**src/rtl/tkpt_pkg.sv**
```systemverilog
// Shared types, constants and a helper function of the timestamp keyed priority table.
package tkpt_pkg;

  localparam int CAPACITY = 16;
  localparam int IDX_W    = $clog2(CAPACITY);
  localparam int CNT_W    = $clog2(CAPACITY + 1);

  // Widths of the transfer fields.
  localparam int OP_W     = 3;
  localparam int OWNER_W  = 16;
  localparam int DAY_W    = 5;
  localparam int MONTH_W  = 4;
  localparam int YEAR_W   = 14;
  localparam int HOUR_W   = 5;
  localparam int MINUTE_W = 6;
  localparam int STATUS_W = 3;
  localparam int COUNT_W  = 5;

  localparam int KEY_W = YEAR_W + MONTH_W + DAY_W + HOUR_W + MINUTE_W;

  // year / 25 by reciprocal: exact for every 14 bit year.
  localparam int                 QUOT_W     = 10;
  localparam int                 RECIP_SH   = 20;
  localparam logic [15:0]        RECIP_25   = 16'd41944;
  localparam int                 PROD_W     = YEAR_W + 16;

  localparam logic [HOUR_W-1:0]   MAX_HOUR   = HOUR_W'(23);
  localparam logic [MINUTE_W-1:0] MAX_MINUTE = MINUTE_W'(59);
  localparam logic [MONTH_W-1:0]  MAX_MONTH  = MONTH_W'(12);
  localparam logic [MONTH_W-1:0]  FEBRUARY   = MONTH_W'(2);

  typedef enum logic [OP_W-1:0] {
    OP_INSERT     = 3'd0,
    OP_COUNT_DATE = 3'd1,
    OP_READ_MIN   = 3'd2,
    OP_POP_MIN    = 3'd3,
    OP_DROP_OWNER = 3'd4,
    OP_CLEAR      = 3'd5
  } opcode_t;

  typedef enum logic [STATUS_W-1:0] {
    STS_OK       = 3'd0,
    STS_BAD_DATE = 3'd1,
    STS_BAD_TIME = 3'd2,
    STS_EMPTY    = 3'd3,
    STS_FULL     = 3'd4
  } status_t;

  // Key sits in the low bits so that year..minute compare as one word.
  typedef struct packed {
    logic [OWNER_W-1:0]  owner;
    logic [YEAR_W-1:0]   year;
    logic [MONTH_W-1:0]  month;
    logic [DAY_W-1:0]    day;
    logic [HOUR_W-1:0]   hour;
    logic [MINUTE_W-1:0] minute;
  } entry_t;

  typedef struct packed {
    logic date_ok;
    logic time_ok;
  } chk_t;

  typedef struct packed {
    logic less;      // stored key below best key so far
    logic date_eq;   // stored date equals request date
    logic owner_eq;  // stored owner equals request owner
  } cmp_t;

  function automatic logic [DAY_W-1:0] month_len(input logic [MONTH_W-1:0] m,
                                                 input logic leap);
    logic [DAY_W-1:0] len;
    unique case (m)
      4'd2:                      len = leap ? DAY_W'(29) : DAY_W'(28);
      4'd4, 4'd6, 4'd9, 4'd11:   len = DAY_W'(30);
      default:                   len = DAY_W'(31);
    endcase
    return len;
  endfunction

endpackage

```
**src/rtl/tkpt_if.sv**
```systemverilog
// Request and response channel interfaces of the priority table.
interface tkpt_req_if import tkpt_pkg::*; ();
  logic                valid;
  logic                ready;
  logic [OP_W-1:0]     opcode;
  logic [OWNER_W-1:0]  owner_id;
  logic [DAY_W-1:0]    day;
  logic [MONTH_W-1:0]  month;
  logic [YEAR_W-1:0]   year;
  logic [HOUR_W-1:0]   hour;
  logic [MINUTE_W-1:0] minute;

  modport source (output valid, opcode, owner_id, day, month, year, hour, minute,
                  input ready);
  modport sink   (input valid, opcode, owner_id, day, month, year, hour, minute,
                  output ready);
endinterface

interface tkpt_rsp_if import tkpt_pkg::*; ();
  logic                valid;
  logic                ready;
  logic [STATUS_W-1:0] status;
  logic [COUNT_W-1:0]  count;
  logic [OWNER_W-1:0]  out_owner_id;
  logic [DAY_W-1:0]    out_day;
  logic [MONTH_W-1:0]  out_month;
  logic [YEAR_W-1:0]   out_year;
  logic [HOUR_W-1:0]   out_hour;
  logic [MINUTE_W-1:0] out_minute;

  modport source (output valid, status, count, out_owner_id, out_day, out_month,
                  out_year, out_hour, out_minute, input ready);
  modport sink   (input valid, status, count, out_owner_id, out_day, out_month,
                  out_year, out_hour, out_minute, output ready);
endinterface

```
**src/rtl/tkpt_store.sv**
```systemverilog
// Entry memory: one write port, one read port with registered read data.
module tkpt_store import tkpt_pkg::*; (
  input  logic             clk,
  input  logic             we,
  input  logic [IDX_W-1:0] waddr,
  input  entry_t           wdata,
  input  logic             re,
  input  logic [IDX_W-1:0] raddr,
  output entry_t           rdata
);

  entry_t mem [CAPACITY];

  always_ff @(posedge clk) begin
    if (we) begin
      mem[waddr] <= wdata;
    end
  end

  always_ff @(posedge clk) begin
    if (re) begin
      rdata <= mem[raddr];
    end
  end

endmodule

```
**src/rtl/tkpt_date_chk.sv**
```systemverilog
// Gregorian date and 24-hour time check of the held request.
module tkpt_date_chk import tkpt_pkg::*; (
  input  logic   clk,
  input  entry_t req,
  output chk_t   chk
);

  logic [PROD_W-1:0]   prod;
  logic [QUOT_W-1:0]   quot;    // year / 25, registered from req.year
  logic [YEAR_W:0]     back;
  logic                div25;
  logic                leap;
  logic [DAY_W-1:0]    lim;

  assign prod = req.year * RECIP_25;

  always_ff @(posedge clk) begin
    quot <= prod[RECIP_SH +: QUOT_W];
  end

  // 100 | y  <=>  4 | y and 25 | y;  400 | y  <=>  16 | y and 25 | y
  assign back  = (YEAR_W + 1)'(quot) * (YEAR_W + 1)'(25);
  assign div25 = (back == {1'b0, req.year});
  assign leap  = (req.year[1:0] == 2'b00) && (!div25 || (req.year[3:0] == 4'b0000));
  assign lim   = month_len(req.month, leap);

  assign chk.date_ok = (req.year != '0) && (req.month != '0) && (req.month <= MAX_MONTH) &&
                       (req.day != '0) && (req.day <= lim);
  assign chk.time_ok = (req.hour <= MAX_HOUR) && (req.minute <= MAX_MINUTE);

endmodule

```
**src/rtl/tkpt_cmp.sv**
```systemverilog
// Shared compare unit applied to each entry as it streams out of the store.
module tkpt_cmp import tkpt_pkg::*; (
  input  entry_t           cur,
  input  logic [KEY_W-1:0] best_key,
  input  entry_t           req,
  output cmp_t             res
);

  assign res.less     = (cur[KEY_W-1:0] < best_key);
  assign res.date_eq  = (cur.year == req.year) && (cur.month == req.month) &&
                        (cur.day == req.day);
  assign res.owner_eq = (cur.owner == req.owner);

endmodule

```
**src/rtl/timestamp_keyed_priority_table.sv**
```systemverilog
// Top level: sequencer driving the entry store, date check and shared compare unit.
// Insert, clear, unused codes, a bad date and read/remove on an empty table go from S_DIV
//   and S_EVAL straight to S_RESP; count, read earliest and remove owner add one pass over
//   the held entries in S_SCAN, and remove earliest adds two. A stalled response adds its wait.
// Throughput: one operation at a time; the next transfer lands the cycle after the response loads.
// Reset (synchronous, rst high) empties the table; store contents are not cleared.
module timestamp_keyed_priority_table import tkpt_pkg::*; (
  input  logic       clk,
  input  logic       rst,
  tkpt_req_if.sink   req,
  tkpt_rsp_if.source rsp
);

  typedef enum logic [2:0] {
    S_IDLE,   // waiting for a request transfer
    S_DIV,    // year / 25 settles in the date checker
    S_EVAL,   // decide: finish now or start a pass over the store
    S_SCAN,   // stream entries through the compare unit
    S_RESP    // hand result to the output register
  } state_t;

  state_t              state;
  opcode_t             op;
  entry_t              req_e;
  logic [CNT_W-1:0]    count;     // entries held
  logic [CNT_W-1:0]    rd;        // next read position
  logic [CNT_W-1:0]    wr;        // next write position while compacting
  logic [CNT_W-1:0]    tally;     // date matches
  logic [IDX_W-1:0]    rd_idx;    // position of the entry in rdata
  logic                d_vld;     // rdata holds a fresh entry
  logic                compact;   // second kind of pass: rewrite kept entries
  logic [IDX_W-1:0]    best_pos;
  entry_t              best;

  // Result waiting for the output register
  status_t             res_status;
  logic [CNT_W-1:0]    res_count;
  entry_t              res_hit;

  // Output register
  logic                out_valid;
  status_t             out_status;
  logic [CNT_W-1:0]    out_count;
  entry_t              out_hit;

  chk_t                chk;
  cmp_t                cmp;
  entry_t              rdata;
  logic                we;
  logic [IDX_W-1:0]    waddr;
  entry_t              wdata;
  logic                re;
  logic                keep;
  logic                ins_ok;
  logic                scan_done;

  assign req.ready = (state == S_IDLE);

  assign rsp.valid        = out_valid;
  assign rsp.status       = out_status;
  assign rsp.count        = COUNT_W'(out_count);
  assign rsp.out_owner_id = out_hit.owner;
  assign rsp.out_day      = out_hit.day;
  assign rsp.out_month    = out_hit.month;
  assign rsp.out_year     = out_hit.year;
  assign rsp.out_hour     = out_hit.hour;
  assign rsp.out_minute   = out_hit.minute;

  tkpt_date_chk u_chk (
    .clk (clk),
    .req (req_e),
    .chk (chk)
  );

  tkpt_cmp u_cmp (
    .cur      (rdata),
    .best_key (best[KEY_W-1:0]),
    .req      (req_e),
    .res      (cmp)
  );

  // Insert goes in at the tail; compaction writes kept entries at wr,
  // which never passes the read position.
  assign ins_ok = (state == S_EVAL) && (op == OP_INSERT) && chk.date_ok && chk.time_ok &&
                  (count != CNT_W'(CAPACITY));
  assign keep   = !(((op == OP_DROP_OWNER) && cmp.owner_eq) ||
                    ((op == OP_POP_MIN) && (rd_idx == best_pos)));
  assign we     = ins_ok || ((state == S_SCAN) && compact && d_vld && keep);
  assign waddr  = (state == S_EVAL) ? count[IDX_W-1:0] : wr[IDX_W-1:0];
  assign wdata  = (state == S_EVAL) ? req_e : rdata;
  assign re     = (state == S_SCAN) && (rd < count);

  assign scan_done = (state == S_SCAN) && !re && !d_vld;

  tkpt_store u_store (
    .clk   (clk),
    .we    (we),
    .waddr (waddr),
    .wdata (wdata),
    .re    (re),
    .raddr (rd[IDX_W-1:0]),
    .rdata (rdata)
  );

  always_ff @(posedge clk) begin
    if (rst) begin
      state     <= S_IDLE;
      count     <= '0;
      d_vld     <= 1'b0;
      out_valid <= 1'b0;
    end else begin
      d_vld  <= re;
      rd_idx <= rd[IDX_W-1:0];
      if (re) begin
        rd <= rd + 1'b1;
      end
      // S_RESP reloads the register itself
      if (out_valid && rsp.ready && (state != S_RESP)) begin
        out_valid <= 1'b0;
      end

      unique case (state)
        S_IDLE: begin
          if (req.valid) begin
            op           <= opcode_t'(req.opcode);
            req_e.owner  <= req.owner_id;
            req_e.year   <= req.year;
            req_e.month  <= req.month;
            req_e.day    <= req.day;
            req_e.hour   <= req.hour;
            req_e.minute <= req.minute;
            state        <= S_DIV;
          end
        end

        S_DIV: begin
          state <= S_EVAL;
        end

        S_EVAL: begin
          res_hit <= '0;
          rd      <= '0;
          wr      <= '0;
          tally   <= '0;
          compact <= (op == OP_DROP_OWNER);
          unique case (op)
            OP_INSERT: begin
              state     <= S_RESP;
              res_count <= ins_ok ? count + 1'b1 : count;
              if (ins_ok) begin
                count <= count + 1'b1;
              end
              priority if (!chk.date_ok) begin
                res_status <= STS_BAD_DATE;
              end else if (!chk.time_ok) begin
                res_status <= STS_BAD_TIME;
              end else if (count == CNT_W'(CAPACITY)) begin
                res_status <= STS_FULL;
              end else begin
                res_status <= STS_OK;
              end
            end
            OP_COUNT_DATE: begin
              res_count <= count;
              if (!chk.date_ok) begin
                res_status <= STS_BAD_DATE;
                state      <= S_RESP;
              end else begin
                res_status <= STS_OK;
                state      <= S_SCAN;
              end
            end
            OP_READ_MIN, OP_POP_MIN: begin
              res_count <= count;
              if (count == '0) begin
                res_status <= STS_EMPTY;
                state      <= S_RESP;
              end else begin
                res_status <= STS_OK;
                state      <= S_SCAN;
              end
            end
            OP_DROP_OWNER: begin
              res_status <= STS_OK;
              res_count  <= count;
              state      <= S_SCAN;
            end
            OP_CLEAR: begin
              res_status <= STS_OK;
              count      <= '0;
              res_count  <= '0;
              state      <= S_RESP;
            end
            default: begin  // unused codes leave the table alone
              res_status <= STS_OK;
              res_count  <= count;
              state      <= S_RESP;
            end
          endcase
        end

        S_SCAN: begin
          if (d_vld) begin
            if (compact) begin
              if (keep) begin
                wr <= wr + 1'b1;
              end
            end else begin
              if (cmp.date_eq) begin
                tally <= tally + 1'b1;
              end
              // strict less keeps the older entry on a tie
              if ((rd_idx == '0) || cmp.less) begin
                best     <= rdata;
                best_pos <= rd_idx;
              end
            end
          end
          if (scan_done) begin
            priority if ((op == OP_POP_MIN) && !compact) begin
              // second pass closes the gap left by the earliest entry
              compact <= 1'b1;
              rd      <= '0;
              wr      <= '0;
            end else begin
              state <= S_RESP;
              priority if (op == OP_COUNT_DATE) begin
                res_count <= tally;
              end else if (op == OP_READ_MIN) begin
                res_hit <= best;
              end else if (op == OP_POP_MIN) begin
                count     <= wr;
                res_count <= wr;
                res_hit   <= best;
              end else begin
                count     <= wr;
                res_count <= count - wr;
              end
            end
          end
        end

        S_RESP: begin
          if (!out_valid || rsp.ready) begin
            out_valid  <= 1'b1;
            out_status <= res_status;
            out_count  <= res_count;
            out_hit    <= res_hit;
            state      <= S_IDLE;
          end
        end

        default: state <= S_IDLE;
      endcase
    end
  end

  // Table never overfills.
  a_count_cap: assert property (@(posedge clk) disable iff (rst)
    count <= CNT_W'(CAPACITY))
    else $error("entry count above capacity");

  // Compaction write never overtakes the read stream.
  a_wr_behind: assert property (@(posedge clk) disable iff (rst)
    (state == S_SCAN) && compact |-> wr <= rd)
    else $error("compaction write ahead of read");

  // Entry fields are shown only on a successful read or removal.
  a_hit_zero: assert property (@(posedge clk) disable iff (rst)
    out_valid && (out_status != STS_OK) |-> (out_hit == '0))
    else $error("entry fields set on failed operation");

  // A clear empties the table once evaluated.
  a_clear: assert property (@(posedge clk) disable iff (rst)
    req.valid && req.ready && (req.opcode == OP_CLEAR) |-> ##3 (count == '0))
    else $error("clear left entries in the table");

endmodule
```
**src/flat_wrapper.sv**
```systemverilog
// flat-port wrapper written by rule: the top's interface ports become plain ports
module timestamp_keyed_priority_table_flat import tkpt_pkg::*;
  (clk, rst, req_valid, req_opcode, req_owner_id, req_day, req_month, req_year, req_hour, req_minute, req_ready, rsp_valid, rsp_status, rsp_count, rsp_out_owner_id, rsp_out_day, rsp_out_month, rsp_out_year, rsp_out_hour, rsp_out_minute, rsp_ready);
  tkpt_req_if req_i ();
  tkpt_rsp_if rsp_i ();
  input  logic clk;
  input  logic rst;
  input wire logic [$bits(req_i.valid)-1:0] req_valid;
  input wire logic [$bits(req_i.opcode)-1:0] req_opcode;
  input wire logic [$bits(req_i.owner_id)-1:0] req_owner_id;
  input wire logic [$bits(req_i.day)-1:0] req_day;
  input wire logic [$bits(req_i.month)-1:0] req_month;
  input wire logic [$bits(req_i.year)-1:0] req_year;
  input wire logic [$bits(req_i.hour)-1:0] req_hour;
  input wire logic [$bits(req_i.minute)-1:0] req_minute;
  output wire logic [$bits(req_i.ready)-1:0] req_ready;
  output wire logic [$bits(rsp_i.valid)-1:0] rsp_valid;
  output wire logic [$bits(rsp_i.status)-1:0] rsp_status;
  output wire logic [$bits(rsp_i.count)-1:0] rsp_count;
  output wire logic [$bits(rsp_i.out_owner_id)-1:0] rsp_out_owner_id;
  output wire logic [$bits(rsp_i.out_day)-1:0] rsp_out_day;
  output wire logic [$bits(rsp_i.out_month)-1:0] rsp_out_month;
  output wire logic [$bits(rsp_i.out_year)-1:0] rsp_out_year;
  output wire logic [$bits(rsp_i.out_hour)-1:0] rsp_out_hour;
  output wire logic [$bits(rsp_i.out_minute)-1:0] rsp_out_minute;
  input wire logic [$bits(rsp_i.ready)-1:0] rsp_ready;
  assign req_i.valid = req_valid;
  assign req_i.opcode = req_opcode;
  assign req_i.owner_id = req_owner_id;
  assign req_i.day = req_day;
  assign req_i.month = req_month;
  assign req_i.year = req_year;
  assign req_i.hour = req_hour;
  assign req_i.minute = req_minute;
  assign req_ready = req_i.ready;
  assign rsp_valid = rsp_i.valid;
  assign rsp_status = rsp_i.status;
  assign rsp_count = rsp_i.count;
  assign rsp_out_owner_id = rsp_i.out_owner_id;
  assign rsp_out_day = rsp_i.out_day;
  assign rsp_out_month = rsp_i.out_month;
  assign rsp_out_year = rsp_i.out_year;
  assign rsp_out_hour = rsp_i.out_hour;
  assign rsp_out_minute = rsp_i.out_minute;
  assign rsp_i.ready = rsp_ready;
  timestamp_keyed_priority_table u_core (.clk(clk), .rst(rst), .req(req_i), .rsp(rsp_i));
endmodule
```
**config.mk**
```make
export PLATFORM = sky130hd
export DESIGN_NAME = timestamp_keyed_priority_table_flat
export DESIGN_NICKNAME = d
export VERILOG_FILES = /design/src/rtl/tkpt_pkg.sv /design/src/rtl/tkpt_if.sv /design/src/rtl/tkpt_store.sv /design/src/rtl/tkpt_date_chk.sv /design/src/rtl/tkpt_cmp.sv /design/src/rtl/timestamp_keyed_priority_table.sv /design/src/flat_wrapper.sv
export SDC_FILE = /design/constraint.sdc
export NUM_CORES = 1
export LEC_CHECK = 0
export ABC_AREA = 0
export ABC_CLOCK_PERIOD_IN_PS = 11500
export BUFFER_PORTS_ARGS = -buffer_cell sky130_fd_sc_hd__buf_4
export CORE_MARGIN = 4
export CORE_UTILIZATION = 62
export CTS_CLUSTER_DIAMETER = 40
export CTS_CLUSTER_SIZE = 16
export DETAILED_ROUTE_END_ITERATION = 16
export PLACE_DENSITY = 0.79
export SYNTH_ARGS = -nofsm -noshare
export SYNTH_HDL_FRONTEND = slang
export SYNTH_HIERARCHICAL = 1
export SYNTH_SLANG_ARGS = --single-unit
```
**constraint.sdc**
```tcl
create_clock -name clk -period 11.5 [get_ports clk]
set_input_delay 1.725 -clock clk [delete_from_list [all_inputs] [get_ports clk]]
set_output_delay 1.725 -clock clk [all_outputs]
set_load 0.02 [all_outputs]
```
======== Yosys cells after proc, flatten, opt, wreduce, memory -nomap -nowiden ========
Memory sizes are Yosys's and may differ from the RTL's. A register that Yosys moved wholly into a read port is not among the register bits.
Index checks and enable logic that the tools add are counted.
word-level totals
  RAM bits ................................ 800
  memories ................................ 1
  register bits after elaboration ......... 263
  output and inout bits ................... 60
  logic and storage cells ................. 207
  input bits .............................. 57
cells by class
  bitwise gates (word level) .............. 2
  reductions and logical operators ........ 57
  muxes and demuxes ....................... 59
  order comparisons ....................... 6
  multiply operators ...................... 2
  equality and inequality tests ........... 35
  add/subtract/negate cells ............... 5
memories
  memory              depth  bits a word  read ports  clocked after memory_dff  wr ports  RTL line          source
  u_core.u_store.mem  16     50           1           1                         1         tkpt_store.sv:12  entry_t mem [CAPACITY];
operators by type and width
  operator                count
  $mux 50                 6
  $mux 5                  21
  $pmux 50 s2             1
  $pmux 5 s2              6
  $lt 34x34->1            1
  $mul 14x13->27 const B  1
  $mux 3                  9
  $logic_and 1x1->1       23
  $add 5x1->5 const B     4
  $reduce_and 5->1        4
  $pmux 3 s3              2
  $eq 16x16->1            1
  $eq 15x14->1            1
  $mul 10x5->15 const B   1
  $pmux 3 s5              1
  $eq 14x14->1            1
  $reduce_bool 14->1      1
  $eq 3x2->1 const B      4
  $ne 2x2->1 const B      6
  $eq 3x3->1 const B      3
  $mux 1                  9
  $eq 4x3->1 const B      2
  $eq 4x4->1              2
  $eq 4x4->1 const B      2
  other kinds (34)        54

======== Depth between registers and ports, before layout ========
Gate-level depths: netlist (run 1).
  depth in word-level cells ............... 15
  mapped depth ............................ 23
  gate-level depth less buffers ........... 23

======== Modules after synthesis ========
The synthesis (run 1) kept the hierarchy.
modules (own cells, without submodules)
  module                          area each (um^2)  times used  seq. area each (um^2)  cells an instance
  tkpt_store                      31,411.4          1           25,524.5               1,294
  timestamp_keyed_priority_table  9,958.3           1           7,497.2                712
  tkpt_date_chk                   4,974.8           1           200.2                  520
  tkpt_cmp                        1,244.9           1           0.0                    166

======== Worst setup path before layout (run 1) ========
No wires, ideal clock.
  path kind ............................... register to register
  from .................................... register u_core.u_chk.quot[3]
  to ...................................... memory u_core/u_store/mem[0][0] in the netlist's numbering, enable pin
  arrival ................................. 8.464 ns
  stages on the path, launching flop included .. 19
  setup slack ............................. 2.517 ns
  data required time ...................... 10.981 ns
  library setup time ...................... 0.519 ns
  path buffers ............................ 0
  period minus slack after synthesis ...... 8.983 ns
  cells stage by stage .................... dfxtp_1 -> ha_1 -> ha_1 -> fa_1 -> ha_1 -> a21o_1 -> a31o_2 -> o22a_1 -> or4_1 -> nand3_1 -> a31oi_1 -> ha_1 -> a211oi_1 -> nor3_1 -> or4b_1 -> nor4_4 -> a21o_1 -> or3b_2 -> nor3_1
RTL lines
  item                      RTL line             source
  start: declaration        tkpt_date_chk.sv:9   logic [QUOT_W-1:0] quot;
  start signal: assignment  tkpt_date_chk.sv:18  quot <= prod[RECIP_SH +: QUOT_W];
  end: declaration          tkpt_store.sv:12

==> results of run 1 <==
[kinds of logic (layout without fill, tap and decap cells)]
| kind of cell | count (synthesis) | after routing | synth area share (%) |
|---|---|---|---|
| buf+inv | 257 | 534 | 2.17 |
| mux | 209 | 209 | 9.67 |
| flops | 1113 | 1113 | 69.8 |
| compound gates | 274 | 274 | 4.05 |
| xor+xnor | 85 | 85 | 1.56 |
| simple gates | 500 | 500 | 4.97 |
| fa+ha+maj | 254 | 254 | 7.77 |
[critical path, cell delays in order, from the launching register on]
cell and delay (ns):
dfxtp_1 0.41, ha_1 0.26, ha_1 0.31, fa_1 0.46, ha_1 0.36, and3_1 0.20
a22oi_1 0.37, a22oi_1 0.15, xnor2_1 0.20, nor3_1 0.08, a31oi_1 0.28, ha_1 0.20
inv_1 0.04, a21oi_1 0.14, a211oi_1 0.07, nor3_1 0.86, or4b_1 0.57, nor4_4 0.49
a21o_1 0.28, nand3b_1 0.35, nor2_4 0.92, buf_4 0.57
[flip-flops by register name, indices dropped and copies added, names as in the netlist, 5 cells and up]
| register | cells |
|---|---|
| u_core/tally | 5 |
| u_core/rsp.count | 5 |
| u_core/u_chk/quot | 10 |
| u_core/rsp.out_year | 14 |
| u_core/res_hit | 50 |
| u_core/best | 50 |
| u_core/u_store/mem | 800 |
| u_core/rd | 5 |
| u_core/req_e | 50 |
| u_core/wr | 5 |
| u_core/rsp.out_owner_id | 16 |
| u_core/res_count | 5 |
| u_core/rsp.out_day | 5 |
| u_core/count | 5 |
| u_core/rsp.out_minute | 6 |
| u_core/rsp.out_hour | 5 |
| u_core/u_store/rdata | 50 |
[how the worst min path moves through the flow]
| stage | cells after the start | from | end |
|---|---|---|---|
| final | 0 | u_core/res_hit[49]$_SDFFCE_PN0P_ | u_core/rsp.out_owner_id[15]$_DFFE_PP_ |
| after floorplan | 0 | u_core/res_count[0]$_DFFE_PP_ | u_core/rsp.count[0]$_DFFE_PP_ |
| after global placement | 0 | u_core/res_hit[48]$_SDFFCE_PN0P_ | u_core/rsp.out_owner_id[14]$_DFFE_PP_ |
| after CTS | 0 | u_core/res_hit[49]$_SDFFCE_PN0P_ | u_core/rsp.out_owner_id[15]$_DFFE_PP_ |
| after detailed placement | 0 | u_core/res_hit[46]$_SDFFCE_PN0P_ | u_core/rsp.out_owner_id[12]$_DFFE_PP_ |
| after global routing | 0 | u_core/res_hit[49]$_SDFFCE_PN0P_ | u_core/rsp.out_owner_id[15]$_DFFE_PP_ |
[report_power, final]
| group | total, mW | internal (mW) | switching, mW |
|---|---|---|---|
| clock network | 3.89 | 2.20 | 1.69 |
| logic | 3.52 | 1.44 | 2.07 |
| registers | 4.87 | 4.75 | 0.118 |
| total | 12.3 | 8.39 | 3.88 |
[layout make-up]
| class | instances | area (sq um) | share of cell area [%] |
|---|---|---|---|
| clock buffer | 123 | 2870 | 5.32 |
| clock inverter | 88 | 1150 | 2.14 |
| inverter | 163 | 612 | 1.14 |
| multi-input combinational | 1322 | 13500 | 25.1 |
| sequential | 1113 | 33200 | 61.7 |
| tap | 1030 | 1290 | 2.39 |
| timing repair buffer | 160 | 1200 | 2.23 |
[per-stage QoR]
stage	instances	setup slack [ns]
after global routing	3999	3.16
final	3999	3.54
after global placement	3788	3.77
after CTS	3999	3.46
after floorplan	2692	2.52
after detailed placement	3788	3.52
[synthesized netlist by cell type, types with 4 or more instances]
master / instances / area, sq um
nand2b_1: 9 / 56.3
a22oi_1: 103 / 773
buf_2: 18 / 90.1
and3_1: 6 / 37.5
and2_1: 55 / 344
a21o_1: 19 / 143
edfxtp_1: 1093 / 32800
xor2_1: 26 / 228
clkbuf_1: 53 / 199
nand4_1: 26 / 163
nor3_1: 15 / 75.1
nand3_1: 19 / 95.1
o21bai_1: 4 / 30.0
nor4_1: 9 / 56.3
mux4_2: 200 / 4500
nand2_1: 248 / 931
or2_2: 5 / 31.3
inv_1: 163 / 612
ha_1: 185 / 2310
nand3b_1: 4 / 30.0
nor2_1: 68 / 255
a31oi_1: 7 / 43.8
dfxtp_1: 20 / 400
mux2i_1: 7 / 70.1
a211oi_1: 11 / 82.6
buf_1: 12 / 45.0
o21a_1: 8 / 60.1
xnor2_1: 59 / 517
o21ai_0: 30 / 150
fa_1: 69 / 1380
buf_4: 10 / 75.1
nor2b_1: 12 / 75.1
a21oi_1: 51 / 255
[per-layer routing]
layer | vias to the layer above | GRT usage, %
li1 | 10900 | -
met1 | 13300 | 38.9
met2 | 1683 | 46.3
met3 | 296 | 6.69
met4 | 2 | 9.63
met5 | - | 0
[placed cells by master (no fill, tap or decap), drive strengths merged, types with 51 or more instances in the layout]
master  count
edfxtp   1093
mux4      200
xnor2      59
ha        185
and2       55
nor2       68
a22oi     103
clkbuf    123
inv       199
a21oi      51
buf       160
fa         69
nand2     249
==> impl_metrics.yaml, run 1 <==
timing:
  finalSetupTns_ns: 0
  finClkSkew_ns: 0.0498
  worst_pin_slew_ns: 1.13
  hold_slack_ns: 0.418
  slew_headroom_pct: 25.0
  min_period_over_period_pct: 69.2
  fin_crit_ns: 7.96
  slew_violations: 0
  hold_viol: 0
  setup_viol: 0
  rsz0062_at_grt: "false"
  clock.fmax_ghz: 0.126
layout:
  area_growth_syn_to_layout_pct: 13.2
  final_layout_size_suffix_gt1_share_pct: 20.4
  fillers: 4381
  final_nets: 3184
  design_area_sq_mm: 0.0538
  final_util_pct: 70.9
  diodes: 0
synthesis:
  ys.flop_type: "edfxtp_1"
  yosysSeqAreaShare_pct: 69.8
  async_flop_share_pct: 0
  ys_ff_latch: 1113
  syn_inst: 2692
  synth_warnings: 6
  synth-edff-count: 1093
  synth_area_per_cell_sq_um: 17.7
  synth_cell_type_count: 76
  synth_nets: 3003
  syn-cell-area_sq_mm: 0.0476
die:
  die_x_microns: 285
  die_area_sq_mm: 0.0813
  coreArea_sq_mm: 0.0759
  fp-row-count: 101
  start_util_pct: 62.7
  fp.dieH_microns: 285
  num_io_pins: 117
route:
  post_drt_wl_per_cell_microns: 28.7
  firstDrtPassIters: 6
  route.vias.total: 26100
  wl_met2_mm: 56.3
  highest-signal-layer: "met5"
  wl_met3_mm: 12.5
  ant_nets: 0
  wl_met1_mm: 42.3
  drt_wl_total_mm: 115
  drc: 0
  drt-vias-per-instance: 6.53
  drt_iter0_drc: 3471
power_and_ir_drop:
  cellPowerDensity_mw_per_mm2: 228
  p_leak_nw: 19.0
  vdd_ir_drop_max_mv: 0.160
  p_total_mw: 12.3
worst_setup_path:
  r2r_slack_ns: 3.54
  cp_max_fo: 26
  r2r-end: "u_core/u_store/mem[9][0]$_DFFE_PP_"
  r2r-start: "u_core/u_chk/quot[6]$_DFF_P_"
  startpoint: "u_core/u_chk/quot[6]$_DFF_P_"
  critPathCapture: "u_core/u_store/mem[9][0]$_DFFE_PP_"
  cp-start-kind: "flop"
  cp_data_required_time_ns: 11.82
  crit_type: "flop to flop"
  reg2regPathDepth: 21
  crit_path_end_kind: "flop"
  arrival_ns: 8.28
placed_design:
  dpl.hpwl_mm: 65.2
  place_area_sq_mm: 0.0498
  gp_congestion: 0.839
  portBuffers: 116
grt:
  grt_pass1_wl_mm: 173
  grt_pass1_vias: 27200
  gr-total-overflow: 0
  grt_max_degree: 73
  antenna_found_initial: 2
  grt.total_usage_pct: 28.5
run:
  maxCapViolations: 0
clocking:
  cts_tree: "done"
  post_cts.repair.setup_buffers: 0
  clkSlewWorstSetupHoldPaths_ns: 0.07
  numCtsBuffers: 113
  clock_path_buffers: 3
  htreeDepth: 3
  worstSkewPairLatency_ns: 0.70
  ctsHoldBuffers: 0
  post_cts_resized: 0
  clock-root-buffer: "clkbuf_16"
  clkSinkCount: 1113
outcome:
  status: "completed"
min_path:
  hp-class: "flop to flop"
Note: power is estimated with default switching activity, not from simulation.
==> run 2, diff against run 1 <==
Settings changed: ABC_CLOCK_PERIOD_IN_PS 11500 to 7900.
Clock period 11.5 ns to 7.9 ns, I/O delays scaled along.
==> impl_metrics.yaml, run 2 (synthesis gave the netlist of run 1 again) <==
worst_setup_path:
  cp_slowest_cell: "or3b_2"
  critPathMaxStageDelay_ns: 0.62
  cp_max_fo: 28
  arrival_ns: 7.24
  cp_data_required_time_ns: 8.19
  cp_top_family: "simple AND/OR/NAND/NOR gates"
  path_cells: "ha_1, ha_1, fa_1, ha_1, and3_1, a22oi_1, a22oi_1, xnor2_1, nor3_1, a31oi_1, ha_1, inv_1, a21oi_1, a211oi_1, nor3_1, buf_4, or4b_1, nor4_4, a21o_1, or3b_2, nor3_4, buf_4"
  crit_type: "flop to flop"
  cp_num_buf_inv: 3
  cp-start-kind: "flop"
  cpMostUsedCell: "ha_1"
  crit_path_end_kind: "flop"
timing:
  hold_viol: 0
  fin_crit_ns: 6.95
  clock.fmax_ghz: 0.144
  min_period_over_period_pct: 87.9
  slew_headroom_pct: 6.67
  finClkSkew_ns: 0.0561
  setup_viol: 0
  finalSetupTns_ns: 0
  slew_violations: 0
  worst_pin_slew_ns: 1.39
  fin_ws_ns: 0.954
  rsz0062_at_grt: "false"
placed_design:
  portBuffers: 116
  dpl.hpwl_mm: 65.3
  dp.cells: 3795
  gp_congestion: 0.848
  place_area_sq_mm: 0.0500
  pre_cts_ws_ns: 0.978
power_and_ir_drop:
  p_leak_nw: 19.0
  p_total_mw: 17.7
  vdd_ir_drop_max_mv: 0.334
  cellPowerDensity_mw_per_mm2: 328
grt:
  grt_pass1_vias: 27100
  antenna_found_initial: 3
  grt_pass1_wl_mm: 171
  grt.total_usage_pct: 28.1
  grt_max_degree: 148
  gr-total-overflow: 0
layout:
  largest_reg_flops: 800
  final_cell_mix: "edfxtp_1 (1093), nand2_1 (248), mux4_2 (200)"
  regMostFlops: "u_core/u_store/mem"
  design_area_sq_mm: 0.0539
  diodes: 0
  final_nets: 3191
  fillers: 4403
  layout_commonest_cell: "edfxtp_1"
  stdcell_count: 4005
  final_layout_size_suffix_gt1_share_pct: 20.5
  area_growth_syn_to_layout_pct: 13.2
clocking:
  cts_tree: "done"
  htreeDepth: 3
  numCtsBuffers: 113
  clock-root-buffer: "clkbuf_16"
  clkSinkCount: 1113
  clkSlewWorstSetupHoldPaths_ns: 0.06
  worstSkewPairLatency_ns: 0.70
  post_cts_resized: 0
  clock_path_buffers: 3
  post_cts.repair.setup_buffers: 0
  ctsHoldBuffers: 0
route:
  firstDrtPassIters: 6
  ant_nets: 0
  drt_iter0_drc: 2826
  drc: 0
  wl_met1_mm: 42.2
  highest-signal-layer: "met5"
  wl_met3_mm: 11.2
  drt-vias-per-instance: 6.47
  route.vias.total: 25900
  wl_met2_mm: 55.2
  drt_wl_total_mm: 113
  post_drt_wl_per_cell_microns: 28.1
die:
  start_util_pct: 62.7
  die_x_microns: 285
  num_io_pins: 117
  fp.dieH_microns: 285
  fp-row-count: 101
  die_area_sq_mm: 0.0813
  coreArea_sq_mm: 0.0759
min_path:
  hp-class: "flop to flop"
run:
  maxCapViolations: 0
outcome:
  status: "completed"
==> run 2: path summary, 6_finish.rpt <==
check,from,endpoint,slack (ns),depth (start not counted)
hold reg to reg,u_core/res_hit[5]$_SDFFCE_PN0P_,u_core/rsp.out_minute[5]$_DFFE_PP_,0.41,0
hold / removal,u_core/res_hit[5]$_SDFFCE_PN0P_,u_core/rsp.out_minute[5]$_DFFE_PP_,0.41,0
setup / recovery,u_core/u_chk/quot[6]$_DFF_P_,u_core/u_store/mem[0][21]$_DFFE_PP_,0.95,22
setup reg to reg,u_core/u_chk/quot[6]$_DFF_P_,u_core/u_store/mem[0][21]$_DFFE_PP_,0.95,22
==> run 2: power breakdown <==
group | internal [mW] | leakage, nW | total, mW | switching, mW
clock network | 3.08 | 1.86 | 5.47 | 2.39
logic | 2.10 | 7.08 | 5.09 | 2.99
registers | 6.92 | 10.1 | 7.09 | 0.170
==> run 2: cell type report <==
type | count | area [sq um] | area share, %
tap | 1030 | 1290 | 2.39
clock inverter | 90 | 1010 | 1.87
timing repair buffer | 167 | 1330 | 2.47
clock buffer | 120 | 2880 | 5.34
inverter | 163 | 612 | 1.14
sequential | 1113 | 33200 | 61.7
multi-input combinational | 1322 | 13500 | 25.1
==> run 2: per-layer routing <==
layer	vias to the layer above	track usage [%]
li1	10900	-
met1	13200	38.8
met2	1570	45.6
met3	298	5.77
met4	4	9.30
met5	-	0
==> run 2: metrics by stage <==
step                      utilization, %  hold WS, ns
after floorplan                        -        0.400
after global placement              65.8        0.404
after detailed placement            65.8        0.405
after CTS                           70.9        0.414
after global routing                70.9        0.417
final                               70.9        0.415
